`src/rtl/core/biz_divpipe.sv`:
```
module biz_divpipe #(
  parameter int NW = 13,
  parameter int QW = 12,
  parameter int DW = 5
) (
  input  logic          clk,
  input  logic          en,
  input  logic [NW-1:0] num,
  input  logic [DW-1:0] den,
  output logic [QW-1:0] quo,
  output logic [DW-1:0] rem
);

  logic [DW-1:0] rem_r [QW];
  logic [QW-1:0] lo_r  [QW];
  logic [QW-1:0] quo_r [QW];

  for (genvar i = 0; i < QW; i++) begin : g_stage
    logic [DW-1:0] rem_in;
    logic [QW-1:0] lo_in;
    logic [QW-1:0] q_in;
    logic [DW:0]   trial;
    logic          ge;
    logic [DW-1:0] rem_nxt;

    if (i == 0) begin : g_first
      assign rem_in = DW'(num[NW-1:QW]);
      assign lo_in  = num[QW-1:0];
      assign q_in   = '0;
    end else begin : g_next
      assign rem_in = rem_r[i-1];
      assign lo_in  = lo_r[i-1];
      assign q_in   = quo_r[i-1];
    end

    assign trial   = {rem_in, lo_in[QW-1]};
    assign ge      = (trial >= {1'b0, den});
    assign rem_nxt = ge ? DW'(trial - {1'b0, den}) : DW'(trial);

    always_ff @(posedge clk) begin
      if (en) begin
        rem_r[i] <= rem_nxt;
        lo_r[i]  <= lo_in << 1;
        quo_r[i] <= {q_in[QW-2:0], ge};
      end
    end
  end

  assign quo = quo_r[QW-1];
  assign rem = rem_r[QW-1];

endmodule

```
`config.mk`:
```
export PLATFORM = sky130hd
export DESIGN_NAME = biz_divpipe
export DESIGN_NICKNAME = d
export VERILOG_FILES = /design/src/rtl/core/biz_divpipe.sv
export SDC_FILE = /design/constraint.sdc
export NUM_CORES = 1
export LEC_CHECK = 0
export BUFFER_PORTS_ARGS = -buffer_cell sky130_fd_sc_hd__buf_2
export CORE_UTILIZATION = 66
export CTS_CLUSTER_DIAMETER = 150
export DETAILED_ROUTE_END_ITERATION = 10
export PLACE_DENSITY = 0.86
export SYNTH_ARGS = -nofsm -noshare
export SYNTH_HDL_FRONTEND = slang
export SYNTH_SLANG_ARGS = --single-unit
```
`constraint.sdc`:
```
create_clock -name clk -period 5.2 [get_ports clk]
set_input_delay 1.04 -clock clk [delete_from_list [all_inputs] [get_ports clk]]
set_output_delay 1.04 -clock clk [all_outputs]
set_load 0.01 [all_outputs]
```
==> flow_summary.ini <==
[cts]
cts_max_level = 1
path_clk_slew_ns = 0.06
clock-root-buffer = clkbuf_16
clk_latency_ns = 0.49
cts_resized = 0
cts_buffers = 21
cts_buffer_depth = 3
cts_tree = yes
cts.sinks = 204
cts_hold_buf = 0
cts_setup_buffers = 0

[synthesis]
yosys.area.top_type = edfxtp_1
synth_flop_cell = edfxtp_1
async_flop_share = 0
synth_compound_area_frac = 0.0372
synth-seq-cells = 204
ys_types = 28
netlist_top_cells_area = edfxtp_1 68%, ha_1 7.9%, fa_1 2.7%
syn_nets = 647
synth_top_family_by_area = adder cells
synthMuxAreaShare = 0.0609
synth_common_cells = 204 x edfxtp_1, 57 x ha_1, 47 x inv_1
synth_top_area_share = 0.682
synth_edf_count = 204
ys_seq_area_frac = 0.682
syn_inst = 558
netlist_area_um2 = 8980
synth.most_common_cell = edfxtp_1
yosysWarnings = 0
synth_xor_area_frac = 0.0214
avgSynthCellArea_um2 = 16.1
synthSimpleGateAreaFrac = 0.0728
post_synth_fa_ha_maj_area_fraction = 0.106

[detailed_routing]
wl_um = 14100
avgRoutedWirePerCell_um = 17.4
vias = 4664
dr.pass1.iters = 5
routed_via_density = 5.76
drcViolationCount = 0
drtIter0Drc = 286
postRouteAntennaNets = 0

[timing]
setup_viol = 0
drv_slew = 0
fin_crit_ns = 2.78
fmax_ghz = 0.360
tns_ns = 0
finalHoldViolations = 0
rsz0062_at_grt = false
relSlewSlack = 0.237
post-route-period-util = 0.534
worstMarginPinSlew_ns = 1.14
fin_ws_ns = 2.42
fin_worst_skew_ns = 0.00831

[worst_setup_path]
worstSetupPathType = in -> reg
crit_arrival_ns = 3.02
cp_max_fo = 12
worstSetupEndpointType = flop
r2r_cells = 8
startpoint_type = input pin
cp.required_ns = 5.44

[global_routing]
grt_usage = 0.214
grt_pass1_wl_um = 23300
grt_max_degree = 148
grt_overflow = 0
antenna_found_initial = 0
grt_pass1_vias = 4906

[floorplanning]
die_w_um = 119
ios = 37
coreArea_um2 = 13200
dieArea_um2 = 14100
die_h_um = 119
start_util = 0.678
rows = 42

[pwr]
peakVddDrop_mv = 0.355
p_switching_uw = 1310
p_leak_uw = 0.00385
pwr-share-comb = 0.227
power.internal_uw = 3710
swShare = 0.261
clkPwrFrac = 0.324
p_per_area_nw_per_um2 = 493
power_uw = 5020
seq_power_share = 0.449

[layout]
fin_cells = 810
layout-drive-gt1-share = 0.213
final_nets = 708
antennaDiodeCount = 0
num-fill-cells = 780
area_growth_pct = 13.3

[placed_design]
dpl.cell_count = 772
finalWeightedCongestion = 0.810
dp_hpwl_um = 9040
portBuffers = 36
dp_slack_ns = 1.91

[worst_hold_path]
hp-class = reg -> reg
min_path_cells = 0

[run_status]
outcome = finished clean

[job]
drv_cap = 0
==> area by class of cell <==
type / count / area, µm² / share of cell area
clock buffer: 23 / 533 / 0.0524
clock inverter: 15 / 224 / 0.0220
inverter: 47 / 176 / 0.0173
multi-input combinational: 307 / 2680 / 0.263
sequential: 204 / 6130 / 0.602
tap: 176 / 220 / 0.0216
timing repair buffer: 38 / 216 / 0.0213
==> per-stage QoR <==
step | util | hold WS, ns | area [µm²]
floorplan | - | 0.400 | 8980
global placement | 0.711 | 0.401 | 9420
detailed placement | 0.711 | 0.405 | 9420
CTS | 0.769 | 0.415 | 10200
global route | 0.769 | 0.416 | 10200
finish | 0.769 | 0.414 | 10200
==> worst max-delay path, stage by stage <==
cell	delay [ns]
buf_2	0.31
ha_1	0.20
inv_1	0.07
fa_1	0.41
a21oi_1	0.25
o21ai_2	0.10
nor2_2	0.26
mux2_2	0.38
==> layer usage <==
layer | part of all wire | track usage | routed length (µm)
met1 | 0.39 | 0.248 | 5550
met2 | 0.52 | 0.386 | 7380
met3 | 0.039 | 0.0343 | 551
met4 | 0.041 | 0.102 | 579
met5 | 0 | 0 | 0
==> logic make-up (layout without fill, tap and decap cells) <==
logic type      count (synthesis)  count (layout)
flops                         204             204
simple gates                  122             122
fa+ha+maj                      69              69
compound gates                 48              48
buf+inv                        47             123
mux                            46              46
xor+xnor                       22              22
==> worst paths after layout <==
| check | end | start | slack, ns |
|---|---|---|---|
| worst min register to register | quo_r[1][1] | quo_r[0][12] | 0.41 |
| worst max-delay path | rem_r[0][6] | den[0] | 2.42 |
| worst min-delay path | quo_r[1][1] | quo_r[0][12] | 0.41 |
| worst max register to register | rem_r[2][8] | lo_r[4][10] | 2.88 |
==> cells in the final DEF (no fill, tap or decap), types with 3 or more instances in the layout <==
master     synthesis  final
mux2i_1           13     13
a21o_1             3      3
nor2_2             3      3
xnor2_1           11     11
ha_1              57     57
nand3b_1           8      8
nor2_4             8      8
and2b_1            3      3
nand3_1           10     10
buf_2              0     35
xor2_1            11     11
clkbuf_16          0     21
mux2_4            12     12
o21ai_2           22     22
nor3_1            11     11
nor4_1            11     11
a21oi_1           20     20
edfxtp_1         204    204
bufinv_16          0      6
nand2_1           31     31
mux2_2            21     21
fa_1              12     12
nor2_1            30     30
clkinv_1           0      6
inv_1             47     47
a31oi_1            3      3
==> sequential cells by signal (all words and copies together), names as in the netlist <==
signal / count
lo_r: 66
quo_r: 78
rem_r: 60
==> power by group through the flow <==
stage / Clock [µW] / Combinational [µW] / Sequential [µW]
global placement: 0 / 1030 / 2270
finish: 1630 / 1140 / 2250
detailed placement: 0 / 1120 / 2290
floorplan: 0 / 860 / 2260
CTS: 1660 / 1140 / 2260
global route: 1720 / 1250 / 2280
Power figures use the tool's default switching activity.
