**src/rtl/core/biz_pkg.sv**
```systemverilog
package biz_pkg;

  localparam int DEF_MAX_WIDTH  = 256;
  localparam int DEF_MAX_HEIGHT = 256;
  localparam int DEF_MAX_FACTOR = 16;

  localparam int POS_W      = 12;
  localparam int CH_W       = 8;
  localparam int NUM_CH     = 4;
  localparam int PIX_W      = NUM_CH * CH_W;
  localparam int BLEND_LAT  = CH_W + 1;

  localparam int CFG_IDX_W  = 2;
  localparam int CFG_DATA_W = 9;
  localparam int ZF_W       = 5;
  localparam int SIZE_W     = 9;

  localparam logic [CFG_IDX_W-1:0] REG_ZOOM_FACTOR   = 2'd0;
  localparam logic [CFG_IDX_W-1:0] REG_ZOOM_MODE     = 2'd1;
  localparam logic [CFG_IDX_W-1:0] REG_SOURCE_WIDTH  = 2'd2;
  localparam logic [CFG_IDX_W-1:0] REG_SOURCE_HEIGHT = 2'd3;

  localparam logic OP_WRITE = 1'b0;
  localparam logic OP_READ  = 1'b1;

  localparam logic MODE_ZOOM_IN  = 1'b0;
  localparam logic MODE_ZOOM_OUT = 1'b1;

  localparam logic [ZF_W-1:0]   RST_ZOOM_FACTOR = 5'd1;
  localparam logic [SIZE_W-1:0] RST_SIZE        = 9'd256;

endpackage

```
**src/rtl/core/biz_divpipe.sv**
```systemverilog
module biz_divpipe #(
  parameter int NW = 13,
  parameter int QW = 12,
  parameter int DW = 5
) (
  input  logic          clk,
  input  logic          en,
  input  logic [NW-1:0] num,
  input  logic [DW-1:0] den,
  output logic [QW-1:0] quo,
  output logic [DW-1:0] rem
);

  logic [DW-1:0] rem_r [QW];
  logic [QW-1:0] lo_r  [QW];
  logic [QW-1:0] quo_r [QW];

  for (genvar i = 0; i < QW; i++) begin : g_stage
    logic [DW-1:0] rem_in;
    logic [QW-1:0] lo_in;
    logic [QW-1:0] q_in;
    logic [DW:0]   trial;
    logic          ge;
    logic [DW-1:0] rem_nxt;

    if (i == 0) begin : g_first
      assign rem_in = DW'(num[NW-1:QW]);
      assign lo_in  = num[QW-1:0];
      assign q_in   = '0;
    end else begin : g_next
      assign rem_in = rem_r[i-1];
      assign lo_in  = lo_r[i-1];
      assign q_in   = quo_r[i-1];
    end

    assign trial   = {rem_in, lo_in[QW-1]};
    assign ge      = (trial >= {1'b0, den});
    assign rem_nxt = ge ? DW'(trial - {1'b0, den}) : DW'(trial);

    always_ff @(posedge clk) begin
      if (en) begin
        rem_r[i] <= rem_nxt;
        lo_r[i]  <= lo_in << 1;
        quo_r[i] <= {q_in[QW-2:0], ge};
      end
    end
  end

  assign quo = quo_r[QW-1];
  assign rem = rem_r[QW-1];

endmodule

```
**src/rtl/core/biz_blend_lane.sv**
```systemverilog
module biz_blend_lane import biz_pkg::*; #(
  parameter int FW = 5
) (
  input  logic            clk,
  input  logic            en,
  input  logic [CH_W-1:0] a,
  input  logic [CH_W-1:0] b,
  input  logic [FW-1:0]   r,
  input  logic [FW-1:0]   f,
  output logic [CH_W-1:0] c
);

  localparam int NW = CH_W + FW;

  logic [NW-1:0] a_w;
  logic [NW-1:0] b_w;
  logic [NW-1:0] fr_w;
  logic [NW-1:0] r_w;
  logic [NW-1:0] num_nxt;
  logic [NW-1:0] num_r;

  assign a_w     = NW'(a);
  assign b_w     = NW'(b);
  assign fr_w    = NW'(FW'(f - r));
  assign r_w     = NW'(r);
  assign num_nxt = NW'(a_w * fr_w + b_w * r_w);

  always_ff @(posedge clk) begin
    if (en) begin
      num_r <= num_nxt;
    end
  end

  biz_divpipe #(.NW(NW), .QW(CH_W), .DW(FW)) u_div (
    .clk (clk),
    .en  (en),
    .num (num_r),
    .den (f),
    .quo (c),
    .rem ()
  );

endmodule

```
**config.mk**
```make
export PLATFORM = sky130hd
export DESIGN_NAME = biz_blend_lane
export DESIGN_NICKNAME = d
export VERILOG_FILES = /design/src/rtl/core/biz_pkg.sv /design/src/rtl/core/biz_divpipe.sv /design/src/rtl/core/biz_blend_lane.sv
export SDC_FILE = /design/constraint.sdc
export NUM_CORES = 1
export LEC_CHECK = 0
export ABC_AREA = 1
export BUFFER_PORTS_ARGS = -buffer_cell sky130_fd_sc_hd__buf_2
export CAP_MARGIN = 20
export CORE_MARGIN = 10
export CORE_UTILIZATION = 60
export DETAILED_ROUTE_END_ITERATION = 8
export PLACE_DENSITY = 0.83
export SETUP_SLACK_MARGIN = 0.4
export SLEW_MARGIN = 10
export SYNTH_ARGS = -nofsm -noshare
export SYNTH_HDL_FRONTEND = slang
export SYNTH_SLANG_ARGS = --single-unit
```
**constraint.sdc**
```tcl
create_clock -name clk -period 8.6 [get_ports clk]
set_input_delay 0.86 -clock clk [delete_from_list [all_inputs] [get_ports clk]]
set_output_delay 0.86 -clock clk [all_outputs]
set_load 0.02 [all_outputs]
```
==> flow_summary.ini <==
[timing]
setup_tns_ns = 0
max_slew.worst_pin.slew_ns = 0.836
final_hold_viol_count = 0
rsz0062_at_grt = false
finalCritPeriodShare_pct = 71.3
fin_crit_ns = 6.13
max-slew-margin-rel_pct = 44.3
fmaxAchievable_mhz = 163
drv_slew = 0
setup-violations-final = 0
skew_ns = 0.0122
hold_ws_ns = 0.418

[detailed_routing]
routedLengthMet1_um = 6210
wl_per_cell_um = 14.5
wirelength_um = 15400
drtIter0Drc = 374
wl_met3_um = 735
drc_errors = 0
route.vias.total = 5586
top_layer = met4
drtPass1Iterations = 5
drt-vias-per-instance = 5.27
routed-wl-met2_um = 8060
ant_nets = 0

[setup_path]
arrival_ns = 6.22
critPathKind = in2reg
end_kind = flip-flop
cp_max_fo = 9
start_kind = input pin
crit_required_ns = 8.69

[placement]
numPlacedInstances = 1043
routabilityCongestion = 0.948
port-buffer-count = 35
dpl.hpwl_um = 11700

[clock_tree]
cts_hold_buf = 0
ctsResizeCount = 0
post_cts_buffers = 0
tritoncts = built
cts_root_buf = clkbuf_16
clk_latency_ns = 0.35
clockBufferDepth = 2
cts.clk_slew.worst_paths_ns = 0.07
cts-buffers-inserted = 9
h-tree-depth = 3
cts.sinks = 112

[synth]
yosysTopAreaCell = edfxtp_1
synthesis.nets = 1005
ys_seq_area_share_pct = 41.1
synth_top_area_share_pct = 41.1
ys_ff_latch = 112
synthCells = 837
ys_warn_count = 0
synth_area_leaders = edfxtp_1, fa_1, ha_1
syn_area_mm2 = 0.00818
avgSynthCellArea_um2 = 9.77
yosysUniqueCellTypes = 30

[layout]
drive_gt1_share_pct = 7.81
fin_util_pct = 66.8
filler_cell_count = 990
multiInputGateArea_mm2 = 0.00410
area_delta_synth_final_pct = 8.58
nets = 1046
layout.cells.non_filler = 1059
seqCellArea_mm2 = 0.00336
diodes = 0

[power]
power.leakage_nw = 4.40
power_mw = 3.38
power.density_mw_per_mm2 = 380
ir_drop_v = 0.000428

[die]
num_rows = 42
die_x_um = 137
dieArea_mm2 = 0.0187
ioPinCount = 36
coreArea_mm2 = 0.0133
die_h_um = 137
initial_core_util_pct = 61.5

[outcome]
outcome = complete, no violations

[global_routing]
antenna_found_initial = 0
track_usage_pct = 17.8
grt_pass1_vias = 5871
grt_max_degree = 71
grt-ovfl-total = 0
grt_pass1_wl_um = 26700

[job]
maxCapViolCount = 0

[worst_hold_path]
hold_path_class = reg2reg
## final timing paths
check                         startpoint                          end  slack, ns  cells past startpoint
min reg2reg  u_div.quo_r[5][2]$_DFFE_PP_  u_div.quo_r[6][3]$_DFFE_PP_       0.42                      0
max                                 f[0]           num_r[7]$_DFFE_PP_       2.47                     24
min          u_div.quo_r[5][2]$_DFFE_PP_  u_div.quo_r[6][3]$_DFFE_PP_       0.42                      0
max reg2reg   u_div.lo_r[2][6]$_DFFE_PP_  u_div.rem_r[3][1]$_DFFE_PP_       6.72                      7
## synthesized netlist by cell type, drive strengths merged
cell type,number
a21o,1
a21oi,28
buf,1
clkbuf,5
edfxtp,112
fa,62
ha,78
inv,183
nand2,206
nand3,33
nand3b,8
nand4,4
nor2,50
nor3,6
o211ai,5
o21a,4
o21ai,30
or2,3
xnor2,10
xor2,8
## power breakdown
part	switching, mW	internal, mW	total [mW]
Clock	0.197	0.234	0.431
Combinational	1.22	0.757	1.98
Sequential	0.0707	0.896	0.966
## area by class of cell
class,count,share of cell area (%)
inverter,183,7.73
clock buffer,9,2.54
sequential,112,37.9
tap,176,2.48
clock inverter,7,1.14
timing repair buffer,36,2.08
multi-input combinational,536,46.2
## logic make-up (layout without fill, tap and decap cells)
| kind of cell | after synthesis | in the layout | share of synthesized area, % |
|---|---|---|---|
| buf+inv | 189 | 235 | 8.76 |
| flops | 112 | 112 | 41.1 |
| simple gates | 310 | 310 | 16.1 |
| fa+ha+maj | 140 | 140 | 27.1 |
| compound gates | 68 | 68 | 4.51 |
| xor+xnor | 18 | 18 | 2.39 |
## per-stage QoR
step	instance area [um^2]	setup WS, ns
after global routing	8880	2.17
after detailed placement	8560	2.14
after floorplan	8180	2.46
final	8880	2.47
after global placement	8560	2.26
after CTS	8880	2.49
## registers in the layout, indices dropped and copies added (netlist names)
signal       count
u_div.quo_r     36
num_r           13
u_div.lo_r      28
u_div.rem_r     35
## critical path: stages
cell and delay, ns:
buf_2 0.20, inv_1 0.09, ha_1 0.13, inv_1 0.05, fa_1 0.39, nand2_1 0.08
nand2_1 0.06, a21oi_2 0.23, xor2_4 0.28, inv_2 0.07, nand2_1 0.08, fa_1 0.42
fa_1 0.50, inv_1 0.06, fa_1 0.52, fa_1 0.55, inv_1 0.05, fa_1 0.53
inv_1 0.05, ha_1 0.34, or2_2 0.32, nand2_1 0.11, o21ai_1 0.08, xor2_1 0.16
## cells in the final DEF (no fill, tap or decap), drive strengths merged, types with 28 or more instances in the layout
master and n:
inv 184, edfxtp 112, a21oi 28, nand2 206
buf 36, o21ai 30, nor2 50, nand3 33
fa 62, ha 78
## layer usage
layer	vias to the layer above	global-route usage, %
met2	160	32.5
met4	0	5.92
met5	-	0
li1	2752	-
met3	29	2.71
met1	2645	20.7
Power figures use the tool's default switching activity.
