===== src/rtl/core/biz_ram.sv =====
module biz_ram #(
  parameter int WIDTH = 32,
  parameter int DEPTH = 2,
  localparam int AW = (DEPTH > 1) ? $clog2(DEPTH) : 1
) (
  input  logic             clk,
  input  logic             we,
  input  logic [AW-1:0]    waddr,
  input  logic [WIDTH-1:0] wdata,
  input  logic             re,
  input  logic [AW-1:0]    raddr,
  output logic [WIDTH-1:0] rdata
);

  logic [WIDTH-1:0] mem [DEPTH];

  always_ff @(posedge clk) begin
    if (we) begin
      mem[waddr] <= wdata;
    end
    if (re) begin
      rdata <= mem[raddr];
    end
  end

endmodule


===== config.mk =====
export PLATFORM = sky130hd
export DESIGN_NAME = biz_ram
export DESIGN_NICKNAME = d
export VERILOG_FILES = /design/src/rtl/core/biz_ram.sv
export SDC_FILE = /design/constraint.sdc
export NUM_CORES = 1
export LEC_CHECK = 0
export BUFFER_PORTS_ARGS = -buffer_cell sky130_fd_sc_hd__buf_2
export CORE_MARGIN = 2
export CORE_UTILIZATION = 58
export DETAILED_ROUTE_END_ITERATION = 16
export PLACE_DENSITY_LB_ADDON = 0.1
export SLEW_MARGIN = 15
export SYNTH_ARGS = -nofsm -noshare
export SYNTH_HDL_FRONTEND = slang
export SYNTH_SLANG_ARGS = --single-unit
export TNS_END_PERCENT = 1

===== constraint.sdc =====
create_clock -name clk -period 6.7 [get_ports clk]
set_clock_uncertainty 0.2 [all_clocks]
set_input_delay 1.005 -clock clk [delete_from_list [all_inputs] [get_ports clk]]
set_output_delay 1.005 -clock clk [all_outputs]
set_load 0.02 [all_outputs]

==> results of run 1 <==
## final timing paths
kind	start	endpoint	slack, ns
min	mem[1][14]	rdata[14]	0.35
min reg2reg	mem[1][14]	rdata[14]	0.35
max reg2reg	mem[1][28]	rdata[28]	5.58
max	raddr	rdata[30]	4.41
## report_power, final
| group | switching (W) | leakage (nW) | internal [W] |
|---|---|---|---|
| clock network | 0.000192 | 0.116 | 0.000248 |
| registers | 0.0000104 | 0.914 | 0.000709 |
| logic | 0.0000488 | 0.537 | 0.0000431 |
| total | 0.000251 | 1.57 | 0.00100 |
## final cells by class
cell class	count	area share
Timing Repair Buffer	69	0.08567
Sequential cell	96	0.7100
Tap cell	75	0.02311
Multi-Input combinational cell	34	0.1214
Clock buffer	9	0.03051
Clock inverter	7	0.02928
## sequential cells by signal (all words and copies together), names as in the netlist
name and cells:
rdata 32, mem 64
## cell usage after synthesis
| master | n | area [sq um] |
|---|---|---|
| mux2_2 | 2 | 22.52 |
| and2_1 | 1 | 6.260 |
| buf_6 | 1 | 11.26 |
| nor2b_1 | 1 | 6.260 |
| buf_12 | 3 | 60.06 |
| mux2_4 | 30 | 450.4 |
| edfxtp_1 | 96 | 2883 |
## per-layer routing
metal / vias up / share of wire
met2: 47 / 0.52
li1: 684 / -
met4: 0 / 0.017
met1: 693 / 0.41
met3: 9 / 0.049
met5: - / 0
## per-stage QoR
step                instance area, sq um  worst slack, ns  instances
floorplan                           3440            3.617        134
global placement                    3817            4.046        274
detailed placement                  3817            4.015        274
CTS                                 4060            4.391        290
global route                        4060            4.335        290
finish                              4060            4.408        290
## kinds of logic after synthesis
logic type             count (synthesis)
AND/OR/NAND/NOR                        2
flip-flops                            96
buffers and inverters                  4
multiplexers                          32
==> impl_metrics.csv, run 1 <==
group,metric,value,unit
cts,cts.path.max_buffers,2,
power,total_power,0.001252,W
sta,hold_slack,0.3500,ns
finish,syn_to_final_growth,18.04,%
die,die_y,81.01,um
finish,seq_area,2883,sq um
worst_setup_path,reg2reg_depth,1,
cts,cts_resized,0,
cts,numCtsBuffers,9,
grt,grt_pass1_vias,1408,
hold_path,min_path_cells,1,
grt,use_met3,0.03778,
grt,top_usage_layer,"met2",
synth,synth_seq_area_share,0.8381,
grt,met2_usage,0.2413,
synth,synth_fa_ha_area_frac,0,
power,powerDensity,308.3,nW/um^2
die,dieArea,6563,sq um
synth,yosys_warnings,0,
worst_setup_path,cp_data_required_time,6.60,ns
worst_setup_path,end_kind,"flop",
finish,layout_commonest_cell,"edfxtp_1",
worst_setup_path,cp_top_family,"buffers and inverters",
synth,synthXorXnorAreaFrac,0,
route,drt_iter0_markers,90,
finish,n_antenna_cell,0,
sta,grt_setup_unrepaired,"no",
cts,cts_sinks,96,
worst_setup_path,crit_path_start_kind,"input pin",
synth,synthMuxAreaShare,0.1375,
sta,slew_viol_final,0,
sta,hold_violations,0,
worst_setup_path,crit_cells,2,
synth,synth_top_family_by_area,"multiplexers",
synth,ys_ff_latch,96,
sta,slew_headroom,0.3189,
grt,antenna_found_initial,0,
sta,fin_crit_sh,0.3421,
worst_setup_path,critical_path_class,"in2reg",
worst_setup_path,crit_fanout,32,
worst_setup_path,worstPathCellList,"buf_2, mux2_2",
die,core.rowCount,28,
worst_setup_path,arrival,2.19,ns
sta,setup_viol,0,
synth,synthesis.nets,171,
sta,post-route-min-period,2.292,ns
worst_setup_path,path_buf_inv,1,
die,core,5816,sq um
cts,hold_buffers,0,
cts,clk_pin_slew_worst_paths,0.09,ns
status,status,"complete, no violations",
grt,grt_usage,0.1457,
finish,final_cell_mix,"96 x edfxtp_1, 68 x buf_2, 30 x mux2_4",
power,p_leak,1.566,nW
finish,multiInputGateArea,493.0,sq um
cts,clock_latency,0.35,ns
die,start_util,0.5914,
placement,numPortBuffers,68,
synth,syn_area,3440,sq um
cts,cts_tree,"yes",
route,num_vias,1433,
hold_path,hold_class,"reg2reg",
die,fp.dieW,81.01,um
worst_setup_path,slowest_delay,0.76,ns
power,ir_drop,0.1746,mV
route,vias_per_cell,4.941,
finish,final_nets,247,
synth,yosys.area_share.simple,0.003638,
worst_setup_path,cp_slowest_cell,"buf_2",
route,antenna_left,0,
cts,postCtsSetupRepairBufs,0,
grt,grt_overflow,0,
finish,layout-drive-gt1-share,0.5488,
synth,synth_cell_type_count,7,
route,wl,4603,um
sta,fin_tns_setup,0,ns
route,wl_per_cell,15.87,um
grt,gr-usage-met1,0.1748,
synth,synth_compound_area_frac,0,
sta,max_freq,0.4363,GHz
grt,grt_max_degree,33,
finish,fill_cells,377,
cts,htree_levels,3,
route,drc,0,
flow_run,drv_cap,0,
grt,grt_pass1_wl,6686,um
placement,globalplace.congestion,0.6405,
synth,synth_cells,134,
route,drt_first_pass_iters,4,
synth,syn_avg_cell_area,25.67,sq um
cts,cts_root_buf,"clkbuf_8",
die,io_pins,69,
sta,worstMarginPinSlew,1.022,ns
finish,fin_util,0.6982,
(Power assumes the default switching activity.)
==> inputs of run 2 (changes only) <==
- CORE_UTILIZATION: 58 -> 48
- clock period: 6.7 -> 2 ns (I/O delays scaled with it)
==> run 2 against run 1 <==
- first-iteration DRC count is 36% lower
- count of clock-buffer cells in the layout up 2
- register-to-register slack worse by 4.7 ns
- sequential power rose to 3.4 times the previous value
- critical endpoint is now rdata[18]
- wire length rose by 12%
==> impl_metrics.csv, run 2 (synthesized netlist as in run 1, its figures left out) <==
group,metric,value,unit
status,status,"complete, no violations",
cts,cts.path.max_buffers,2,
flow_run,drv_cap,0,
grt,grt_max_degree,33,
worst_setup_path,crit_path_start,"rdata[18]",
worst_setup_path,cp_slowest_cell,"edfxtp_1",
sta,fin_crit_sh,0.7110,
sta,setup_viol,0,
die,core.rowCount,30,
worst_setup_path,crit_fanout,1,
sta,worstMarginPinSlew,0.4366,ns
die,fp.dieW,88.65,um
grt,grt_usage,0.1418,
finish,layout-drive-gt1-share,0.4762,
worst_setup_path,critical_path_class,"reg2out",
sta,slew_viol_final,0,
cts,cts_sinks,96,
hold_path,hold_class,"in2reg",
finish,final_cell_area,4412,sq um
finish,final_cell_mix,"96 x edfxtp_1, 68 x buf_2, 32 x dlygate4sd3_1",
die,die_y,88.65,um
power,ir_drop,0.4261,mV
grt,met2_usage,0.2537,
worst_setup_path,slowest_delay,0.41,ns
worst_setup_path,cp_data_required_time,1.50,ns
route,drc,0,
cts,clk_pin_slew_worst_paths,0.08,ns
power,total_power,0.003926,W
finish,top_register,"mem",
grt,use_met3,0.05317,
finish,reg_top3,"mem (64), rdata (32)",
route,vias_per_cell,4.603,
route,num_vias,1602,
grt,grt_pass1_wl,7872,um
placement,numPortBuffers,68,
sta,slew_headroom,0.7090,
sta,fin_tns_setup,0,ns
sta,hold_violations,0,
worst_setup_path,arrival,0.92,ns
grt,top_usage_layer,"met2",
cts,clock_latency,0.34,ns
placement,hpwl,3319,um
sta,grt_setup_unrepaired,"no",
finish,largest_register_ffs,64,
worst_setup_path,worstPathCellList,"buf_2",
route,antenna_left,0,
finish,layout_commonest_cell,"edfxtp_1",
die,io_pins,69,
cts,numCtsBuffers,9,
worst_setup_path,rr_startpoint,"mem[0][1]",
grt,grt_overflow,0,
die,dieArea,7859,sq um
route,wl,5159,um
route,wl_per_cell,14.82,um
cts,cts_tree,"yes",
power,p_leak,1.710,nW
worst_setup_path,crit_path_start_kind,"flop",
finish,fin_util,0.6423,
finish,n_antenna_cell,0,
grt,antenna_found_initial,0,
cts,htree_levels,3,
worst_setup_path,end_kind,"primary output",
finish,syn_to_final_growth,28.26,%
placement,globalplace.congestion,0.7374,
grt,grt_pass1_vias,1711,
power,powerDensity,889.8,nW/um^2
sta,max_freq,0.7033,GHz
route,drt_iter0_markers,58,
placement,dpl_cell_area,3914,sq um
grt,gr-usage-met1,0.1557,
finish,final_nets,285,
cts,cts_root_buf,"clkbuf_8",
cts,postCtsSetupRepairBufs,0,
route,drt_first_pass_iters,4,
hold_path,hold_start,"waddr",
die,start_util,0.5007,
die,core,6869,sq um
worst_setup_path,path_buf_inv,1,
worst_setup_path,cp_top_family,"flip-flops",
sta,post-route-min-period,1.422,ns
## run 2: cell types whose count changed in the layout (fill, tap and decap cells not counted), sizes merged
cell | before | now
clkinv | 1 | 2
clkbuf | 9 | 11
inv | 1 | 0
bufinv | 3 | 1
buf | 69 | 75
clkinvlp | 2 | 1
dlygate4sd3 | 0 | 32
## run 2: area by class of cell
cell class                      count  area, sq um
Sequential cell                    96         2883
Fill cell                         495         2457
Timing Repair Buffer              107        738.2
Multi-Input combinational cell     34        493.0
Clock buffer                       11        131.4
Tap cell                           96        120.1
Clock inverter                      4        46.29
## run 2: per-stage QoR
stage,std cells,worst slack [ns],hold slack [ns]
final,348,0.5780,0.3046
after global placement,301,0.4247,0.2868
after detailed placement,301,0.4024,0.2931
after floorplan,134,0.2213,0.1989
after global routing,348,0.5169,0.2959
after CTS,348,0.5586,0.2935
## run 2: final timing paths
| check | slack, ns | endpoint | cells past startpoint |
|---|---|---|---|
| setup / recovery | 0.58 | rdata[18] | 1 |
| hold / removal | 0.30 | mem[0][29] | 3 |
| setup reg to reg | 0.90 | rdata[1] | 1 |
| hold reg to reg | 0.35 | rdata[20] | 1 |
## run 2: where the power goes
| part | internal (W) | leakage (nW) | switching (W) |
|---|---|---|---|
| sequential | 0.00237 | 0.914 | 0.0000367 |
| clock | 0.000566 | 0.0868 | 0.000576 |
| combinational | 0.000196 | 0.709 | 0.000176 |
| total | 0.00314 | 1.71 | 0.000789 |
## run 2: timing repair
action | in CTS | in global routing
gates resized for setup | 0 | 0
endpoints found under the hold margin | 64 | 0
hold buffers | 32 | 0
## run 2: routing by layer
metal	vias up	part of all wire	wire, um
met5	-	0	0
met4	0	0.0078	40
met3	4	0.051	261
met2	46	0.53	2758
met1	794	0.41	2099
li1	758	-	-
==> inputs of run 3 (changes only) <==
- CORE_UTILIZATION: 48 -> 54
- clock period: 2 -> 1.5 ns (I/O delays scaled with it)
==> run 3 against run 2 <==
- utilization increased by 7.3 points
- sequential share of layout area decreased by 0.81 points
- via count decreased by 2.4%
- final cell count decreased by 5.7%
- flip-flop and latch count unchanged
- die area decreased by 11%
- critical path type unchanged
- largest cell class unchanged
==> impl_metrics.csv, run 3 (synthesized netlist as in run 1, its figures left out) <==
group,metric,value,unit
status,status,"complete, no violations",
finish,final_cell_mix,"96 x edfxtp_1, 68 x buf_2, 32 x dlygate4sd3_1",
sta,hold_violations,0,
finish,largest_register_ffs,64,
worst_setup_path,cp_data_required_time,1.07,ns
finish,syn_to_final_growth,29.87,%
die,io_pins,69,
worst_setup_path,cp_top_family,"flip-flops",
sta,worstMarginPinSlew,0.1905,ns
finish,final_nets,283,
placement,numPortBuffers,68,
finish,reg_top3,"mem (64), rdata (32)",
sta,max_freq,0.7528,GHz
die,die_y,83.81,um
die,core.rowCount,29,
die,fp.dieW,83.81,um
sta,slew_headroom,0.8730,
route,drc,0,
sta,post-route-min-period,1.328,ns
finish,top_register,"mem",
power,ir_drop,0.7827,mV
die,start_util,0.5511,
finish,layout_commonest_cell,"edfxtp_1",
grt,grt_overflow,0,
grt,grt_usage,0.1513,
route,drt_first_pass_iters,4,
worst_setup_path,path_buf_inv,1,
route,wl_per_cell,14.92,um
worst_setup_path,crit_fanout,1,
worst_setup_path,reg2reg_depth,1,
worst_setup_path,cp_slowest_cell,"edfxtp_1",
placement,globalplace.congestion,0.7665,
route,vias_per_cell,4.768,
power,powerDensity,1255,nW/um^2
cts,cts_resized,0,
worst_setup_path,end_kind,"primary output",
grt,antenna_found_initial,0,
hold_path,hold_class,"in2reg",
grt,grt_pass1_vias,1695,
flow_run,drv_cap,0,
grt,grt_max_degree,33,
finish,seq_area,2883,sq um
finish,fill_cells,395,
sta,slew_viol_final,0,
sta,hold_slack,0.1410,ns
worst_setup_path,arrival,0.90,ns
worst_setup_path,critical_path_class,"reg2out",
sta,setup_viol,0,
finish,layout-drive-gt1-share,0.4781,
cts,cts_sinks,96,
route,antenna_left,0,
worst_setup_path,crit_cells,1,
route,num_vias,1564,
worst_setup_path,worstPathCellList,"buf_2",
cts,cts_root_buf,"clkbuf_8",
worst_setup_path,crit_path_start_kind,"flop",
sta,fin_crit_sh,0.8856,
finish,fin_util,0.7157,
hold_path,min_path_cells,2,
finish,multiInputGateArea,493.0,sq um
cts,clock_latency,0.34,ns
cts,cts_tree,"yes",
die,core,6241,sq um
sta,grt_setup_unrepaired,"no",
cts,htree_levels,3,
cts,numCtsBuffers,9,
grt,grt_pass1_wl,7859,um
cts,cts.path.max_buffers,2,
power,p_leak,1.739,nW
route,drt_iter0_markers,48,
die,dieArea,7024,sq um
route,wl,4893,um
finish,n_antenna_cell,0,
cts,clk_pin_slew_worst_paths,0.09,ns
worst_setup_path,slowest_delay,0.40,ns
==> run 3: cell count changes in the layout (fill, tap and decap cells not counted), sizes merged <==
cell | before | now
clkinv | 2 | 3
clkbuf | 11 | 9
buf | 75 | 73
bufinv | 1 | 3
==> run 3: final cells by class <==
cell class / instances / share of cell area
flip-flops and latches: 96 / 0.6454
repair buffers: 105 / 0.1703
multi-input cells: 34 / 0.1104
clock buffers: 9 / 0.02773
clock inverters: 7 / 0.02465
well taps: 77 / 0.02157
==> run 3: where the power goes <==
| part | internal, W | switching [W] |
|---|---|---|
| Combinational | 0.000269 | 0.000234 |
| Clock | 0.00109 | 0.000797 |
| Sequential | 0.00317 | 0.0000464 |
| Total | 0.00453 | 0.00108 |
==> run 3: per-layer routing <==
metal	wire, um	vias up	GRT usage
met5	0	-	0
met4	72	0	0.07478
met1	1862	760	0.1663
met3	209	7	0.03462
li1	-	756	-
met2	2749	41	0.2742
==> run 3: repair_timing <==
| action | 4_1_cts | 5_1_grt |
|---|---|---|
| hold endpoints to repair | 64 | 0 |
| buffers inserted | 0 | 0 |
| hold buffers | 32 | 0 |
==> run 3: path summary, 6_finish.rpt <==
kind / start / to / slack, ns
worst min-delay path: re / rdata[10] / 0.14
worst max-delay path: rdata[19] / rdata[19] / 0.17
worst max register to register: mem[0][2] / rdata[2] / 0.39
worst min register to register: mem[0][25] / rdata[25] / 0.35
==> run 3: stage by stage <==
| stage | TNS (ns) | total power (W) | worst slack [ns] | cell area (sq um) | instances |
|---|---|---|---|---|---|
| floorplan | -3.595 | 0.003540 | -0.1123 | 3447 | 134 |
| global placement | 0 | 0.003696 | 0.1586 | 3913 | 280 |
| detailed placement | 0 | 0.003723 | 0.1322 | 3913 | 280 |
| CTS | 0 | 0.005667 | 0.1490 | 4467 | 328 |
| global route | 0 | 0.005832 | 0.1375 | 4467 | 328 |
| finish | 0 | 0.005605 | 0.1716 | 4467 | 328 |
